### src/sv/bsm_pkg.sv
`default_nettype none
package bsm_pkg;

	// Port widths are fixed; OPERAND_WIDTH selects how many low operand bits take part.
	localparam int DATA_WIDTH        = 32;
	localparam int PRODUCT_WIDTH     = 64;
	localparam int OPERAND_WIDTH_DEF = 32;

	// Booth steps evaluated between two pipeline registers.
	localparam int STEPS_PER_STAGE   = 2;

	typedef enum logic [1:0] {
		BOOTH_NOP_LO = 2'b00,
		BOOTH_ADD    = 2'b01,
		BOOTH_SUB    = 2'b10,
		BOOTH_NOP_HI = 2'b11
	} booth_op_t;

endpackage
`default_nettype wire

### src/sv/booth_signed_multiplier.sv
`default_nettype none
// Pipelined radix-2 Booth multiplier: takes a pair of signed operands on any cycle with start
// high (busy is held low, so every start is a transfer) and returns the full signed product,
// sign-extended to 64 bits, on product with done high for exactly one cycle. The receiver
// cannot stall the pipeline, so one item per cycle is sustained. Each register stage holds
// two dependent Booth add/subtract-and-shift steps (the last stage fewer when OPERAND_WIDTH
// is odd) on an (OPERAND_WIDTH+1)-bit accumulator. Only the low OPERAND_WIDTH bits of each
// operand are used, read as two's complement.
module booth_signed_multiplier #(
	parameter int OPERAND_WIDTH = bsm_pkg::OPERAND_WIDTH_DEF
) (
	input  wire                                       clk,
	input  wire                                       arst_n,
	input  wire                                       start,
	output logic                                      busy,
	input  wire  signed [bsm_pkg::DATA_WIDTH-1:0]     multiplicand,
	input  wire  signed [bsm_pkg::DATA_WIDTH-1:0]     multiplier,
	output logic                                      done,
	output logic signed [bsm_pkg::PRODUCT_WIDTH-1:0]  product
);

	localparam int W   = OPERAND_WIDTH;
	localparam int SPS = bsm_pkg::STEPS_PER_STAGE;
	localparam int NS  = (W + SPS - 1) / SPS;
	localparam int PW  = bsm_pkg::PRODUCT_WIDTH;

	// per-stage pipeline registers
	logic                valid_s [NS];
	logic signed [W:0]   acc_s   [NS];
	logic signed [W:0]   mc_s    [NS];
	logic        [W-1:0] q_s     [NS];
	logic                qp_s    [NS];

	// next-state values for each stage
	logic signed [W:0]   acc_nxt [NS];
	logic signed [W:0]   mc_in   [NS];
	logic        [W-1:0] q_nxt   [NS];
	logic                qp_nxt  [NS];
	logic                v_in    [NS];

	logic signed [2*W-1:0] prod_wide;

	assign busy = 1'b0;

	always_comb begin
		for (int g = 0; g < NS; g++) begin
			if (g == 0) begin
				v_in[g]    = start && !busy;
				mc_in[g]   = {multiplicand[W-1], multiplicand[W-1:0]};
				acc_nxt[g] = '0;
				q_nxt[g]   = multiplier[W-1:0];
				qp_nxt[g]  = 1'b0;
			end else begin
				v_in[g]    = valid_s[g-1];
				mc_in[g]   = mc_s[g-1];
				acc_nxt[g] = acc_s[g-1];
				q_nxt[g]   = q_s[g-1];
				qp_nxt[g]  = qp_s[g-1];
			end
			for (int k = 0; k < SPS; k++) begin
				// last stage may have fewer steps when the width is odd
				if (g * SPS + k < W) begin
					unique case (bsm_pkg::booth_op_t'({q_nxt[g][0], qp_nxt[g]}))
						bsm_pkg::BOOTH_SUB: acc_nxt[g] = acc_nxt[g] - mc_in[g];
						bsm_pkg::BOOTH_ADD: acc_nxt[g] = acc_nxt[g] + mc_in[g];
						default: ;
					endcase
					qp_nxt[g]  = q_nxt[g][0];
					q_nxt[g]   = {acc_nxt[g][0], q_nxt[g][W-1:1]};
					acc_nxt[g] = acc_nxt[g] >>> 1;
				end
			end
		end
	end

	always_ff @(posedge clk or negedge arst_n) begin
		if (!arst_n) begin
			for (int g = 0; g < NS; g++) begin
				valid_s[g] <= 1'b0;
			end
		end else begin
			for (int g = 0; g < NS; g++) begin
				valid_s[g] <= v_in[g];
			end
		end
	end

	// payload only moves with a valid item
	always_ff @(posedge clk) begin
		for (int g = 0; g < NS; g++) begin
			if (v_in[g]) begin
				acc_s[g] <= acc_nxt[g];
				mc_s[g]  <= mc_in[g];
				q_s[g]   <= q_nxt[g];
				qp_s[g]  <= qp_nxt[g];
			end
		end
	end

	// exact product fits in 2W bits; the accumulator's top bit is redundant by now
	assign prod_wide = {acc_s[NS-1][W-1:0], q_s[NS-1]};
	assign product   = PW'(prod_wide);
	assign done      = valid_s[NS-1];

`ifndef SYNTHESIS
	a_done_from_start: assert property (@(posedge clk) disable iff (!arst_n)
		done |-> $past(start, NS))
		else $error("done without a start transfer NS cycles earlier");

	a_start_gives_done: assert property (@(posedge clk) disable iff (!arst_n)
		start |-> ##NS done)
		else $error("start transfer did not produce done");

	a_zero_multiplier: assert property (@(posedge clk) disable iff (!arst_n)
		done && $past(multiplier[W-1:0] == '0, NS) |-> product == '0)
		else $error("zero multiplier gave nonzero product");

	a_zero_multiplicand: assert property (@(posedge clk) disable iff (!arst_n)
		done && $past(multiplicand[W-1:0] == '0, NS) |-> product == '0)
		else $error("zero multiplicand gave nonzero product");
`endif

endmodule
`default_nettype wire

### config.mk
export PLATFORM = sky130hd
export DESIGN_NAME = booth_signed_multiplier
export DESIGN_NICKNAME = d
export VERILOG_FILES = /design/src/sv/bsm_pkg.sv /design/src/sv/booth_signed_multiplier.sv
export SDC_FILE = /design/constraint.sdc
export NUM_CORES = 2
export LEC_CHECK = 0
export BUFFER_PORTS_ARGS = -buffer_cell sky130_fd_sc_hd__clkbuf_2
export CORE_AREA = 3 3 562 453
export CTS_BUF_LIST = sky130_fd_sc_hd__clkbuf_16
export CTS_CLUSTER_DIAMETER = 30
export CTS_CLUSTER_SIZE = 12
export DETAILED_ROUTE_END_ITERATION = 12
export DIE_AREA = 0 0 565 456
export PLACE_DENSITY = 0.72
export SYNTH_ARGS = -nofsm -noshare
export SYNTH_HDL_FRONTEND = slang
export SYNTH_SLANG_ARGS = --single-unit
### constraint.sdc
create_clock -name clk -period 8.9 [get_ports clk]
set_clock_uncertainty 0.2 [all_clocks]
set_input_delay 0.89 -clock clk [delete_from_list [all_inputs] [get_ports clk]]
set_output_delay 0.89 -clock clk [all_outputs]
set_load 0.02 [all_outputs]
==> impl_metrics.tcl <==
set metrics [dict create \
    numCtsBuffers 318 \
    first_global_vias 91500 \
    io_pins 133 \
    cts_tree "done" \
    synth.distinct_cells 124 \
    worstSetupEndpointType "register" \
    post-route-period-util_pct 92.0 \
    initial_core_util_pct 50.0 \
    avgSynthCellArea_um2 9.30 \
    antenna_found_initial 9 \
    drv_slew 0 \
    ant_nets 0 \
    crit_arrival_ns 8.57 \
    drt_first_iter_violations 10100 \
    port_buffers 131 \
    clock_sinks 1535 \
    place_congestion 0.984 \
    internal-power_w 0.0235 \
    power_frac_clock_pct 31.8 \
    criticalPathCategory "register to register" \
    htreeDepth 5 \
    drv_cap 0 \
    vias_per_cell 5.82 \
    slew_headroom_pct 32.0 \
    power_frac_comb_pct 41.2 \
    fmax_mhz 122 \
    worst_hold_slack_ns 0.0634 \
    drc 0 \
    fp.dieW_um 565 \
    rsz0062_at_grt "no" \
    synthFlopType "edfxtp_1" \
    vias 99500 \
    synth_compound_area_share_pct 17.6 \
    crit_top_cell "ha_1" \
    p_leak_nw 56.1 \
    required_ns 9.28 \
    start_kind "register" \
    muxShareOfSynthArea_pct 1.74 \
    synthXorXnorAreaFrac_pct 13.3 \
    p_sw_share_pct 36.5 \
    synthCells 13400 \
    status "finished, final reports clean" \
    dp_hpwl_mm 247 \
    grt-ovfl-total 0 \
    syn2layout_area_growth_pct 11.8 \
    synth_area_mm2 0.125 \
    synth-simple-area-share_pct 16.3 \
    dieArea_mm2 0.258 \
    cp_max_fo 6 \
    min_period_ns 8.19 \
    post_drt_wl_per_cell_um 18.8 \
    drt_wl_total_mm 320 \
    seq_power_share_pct 27.0 \
    grt_usage_pct 24.2 \
    synth_fa_ha_area_share_pct 11.1 \
    synth_edf_count 1519 \
    insertion_delay_ns 0.85 \
    setup_viol 0 \
    synth_top_family_by_area "compound AO/OA/AOI/OAI gates" \
    postCtsSetupBuffers 0 \
    grt_max_degree 73 \
    tns_ns 0 \
    firstDrtPassIters 6 \
    syn_nets 14500 \
    clk_path_buf_depth 4 \
    hp-class "input port to register" \
    power_switching_w 0.0135 \
    core_area_mm2 0.249 \
    fin_nets 14600 \
    finalHoldViolations 0 \
    worst_path_largest_cell_delay_ns 0.66 \
    fillerInstances 21800 \
    synth-seq-cells 1535 \
    tightestPinTransition_ns 1.01 \
    grt_pass1_wl_mm 509 \
    path_clk_slew_ns 0.05 \
    ys_warn_count 0 \
    die_y_um 456 \
    synth_seq_area_share_pct 37.0 \
    layout-drive-gt1-share_pct 8.08 \
    cpMaxStageDelayCell "ha_1" \
    power.density_mw_per_mm2 266 \
    ir_worst_vdd_mv 0.285 \
    async_flop_share_pct 1.04 \
    rows 164 \
    cts_root_buf "clkbuf_16" \
]
-- path summary, 6_finish.rpt --
| check | from | end | slack (ns) | cells after the start |
|---|---|---|---|---|
| worst max-delay path | q_s[1][64] | acc_s[1][130] | 0.71 | 29 |
| min in group asynchronous | arst_n | done | 0.36 | 2 |
| worst min register to register | q_s[0][58] | q_s[0][88] | 0.19 | 0 |
| worst max register to register | q_s[1][64] | acc_s[1][130] | 0.71 | 29 |
| worst min-delay path | multiplier[10] | q_s[0][8] | 0.06 | 1 |
| max in group asynchronous | arst_n | v_in[9] | 7.69 | 2 |
-- cells by family (layout without fill, tap and decap cells) --
logic type | after synthesis | count (layout)
muxes | 198 | 198
and+or+nand+nor | 4265 | 4265
adders and majority gates | 1086 | 1086
other | 1 | 2
AOI/OAI and AO/OA | 3484 | 3484
buffers and inverters | 942 | 1310
DFF | 1535 | 1535
xor gates and xnor gates | 1878 | 1878
-- what timing repair did --
action / in CTS / in global routing
resized for setup: 0 / 1
setup endpoints to repair: 0 / 1
endpoints found under the hold margin: 39 / 0
hold buffers: 24 / 0
-- stage by stage --
stage / power (W) / cells / utilization (%) / worst slack [ns] / instance area, um^2
after global routing: 0.0395 / 17100 / 55.9 / 0.168 / 139000
final: 0.0370 / 17100 / 55.9 / 0.708 / 139000
after global placement: 0.0248 / 16500 / 51.5 / 1.06 / 128000
after floorplan: 0.0218 / 13400 / - / 1.75 / 125000
after detailed placement: 0.0250 / 16500 / 51.5 / 0.950 / 128000
after CTS: 0.0370 / 17100 / 55.9 / 0.874 / 139000
-- sequential cells by signal (all words and copies together), names as in the netlist --
| register | count |
|---|---|
| acc_s | 512 |
| done | 1 |
| mc_s | 480 |
| q_s | 512 |
| qp_s | 15 |
| v_in | 15 |
-- power groups by stage --
stage               Combinational (W)  Sequential, W  Clock (W)
global route                   0.0171         0.0101     0.0124
finish                         0.0152        0.00999     0.0118
detailed placement             0.0149         0.0101          0
global placement               0.0147         0.0101          0
floorplan                      0.0120        0.00980          0
CTS                            0.0151        0.00998     0.0120
-- critical path, delay by kind of cell (launching register included) --
| kind | cells | cell delay (ns) |
|---|---|---|
| multiplexers | 2 | 0.63 |
| buffers and inverters | 1 | 0.08 |
| adder cells (fa/ha/maj) | 4 | 1.56 |
| XOR/XNOR | 2 | 0.32 |
| flip-flops | 1 | 0.39 |
| AO/OA/AOI/OAI | 16 | 3.88 |
| AND/OR/NAND/NOR | 4 | 0.85 |
-- Yosys cell counts (114+ instances only) --
master | number | area share (%)
xnor2_1 | 616 | 4.3
xor2_1 | 1255 | 8.8
o21bai_1 | 121 | 0.73
edfxtp_1 | 1519 | 37
o21ai_0 | 999 | 4.0
a21oi_1 | 933 | 3.7
nor2_1 | 1453 | 4.4
o21a_1 | 155 | 0.93
mux2_2 | 142 | 1.3
nor2b_1 | 161 | 0.81
inv_1 | 466 | 1.4
nand2b_1 | 196 | 0.98
clkbuf_1 | 351 | 1.1
nand2_1 | 1122 | 3.4
ha_1 | 1038 | 10
nand3_1 | 170 | 0.68
a21o_1 | 435 | 2.6
o31ai_1 | 117 | 0.71
or3_1 | 114 | 0.57
nor3_1 | 329 | 1.3
-- area by class of cell --
class / count / area, um^2 / share of cell area, %
repair buffers: 266 / 1730 / 1.24
clock inverters: 253 / 2690 / 1.93
well taps: 3320 / 4150 / 2.98
flip-flops and latches: 1535 / 46100 / 33.1
clock buffers: 321 / 8030 / 5.77
diodes: 1 / 2.50 / 0.00180
inverters: 470 / 1760 / 1.27
multi-input cells: 10900 / 74800 / 53.7
-- placed cells by master, fill, tap and decap left out, types with 39 or more instances in the layout --
master,netlist,final
xor2_1,1255,1255
nor4_1,95,95
a21oi_1,933,932
nand2_1,1122,1122
and2_1,111,111
nand4_1,70,70
nand2b_1,196,196
inv_6,0,40
nor3_1,329,329
or4_1,39,39
o21bai_1,121,121
and3_1,104,104
edfxtp_1,1519,1519
inv_1,466,494
nor3b_1,99,99
or2_2,52,52
nand3_1,170,170
or3_1,114,114
a31oi_1,80,80
mux2_2,142,142
clkbuf_16,0,321
buf_4,65,112
nor2b_1,161,161
o31ai_1,117,117
a21o_1,435,435
xnor2_1,616,616
a211oi_1,112,112
o21a_1,155,155
clkinvlp_4,0,39
nor2_1,1453,1453
clkbuf_2,0,130
o21ai_0,999,999
ha_1,1038,1027
o211ai_1,61,61
mux2i_1,55,55
-- layer usage --
layer | vias up | global-route usage, % | part of all wire [%]
met2 | 3621 | 33.1 | 39
met3 | 479 | 5.89 | 9.8
li1 | 49000 | - | -
met5 | - | 0 | 0.020
met4 | 8 | 5.97 | 2.2
met1 | 46400 | 37.8 | 49
No activity file was read; power rests on OpenSTA's default activity.
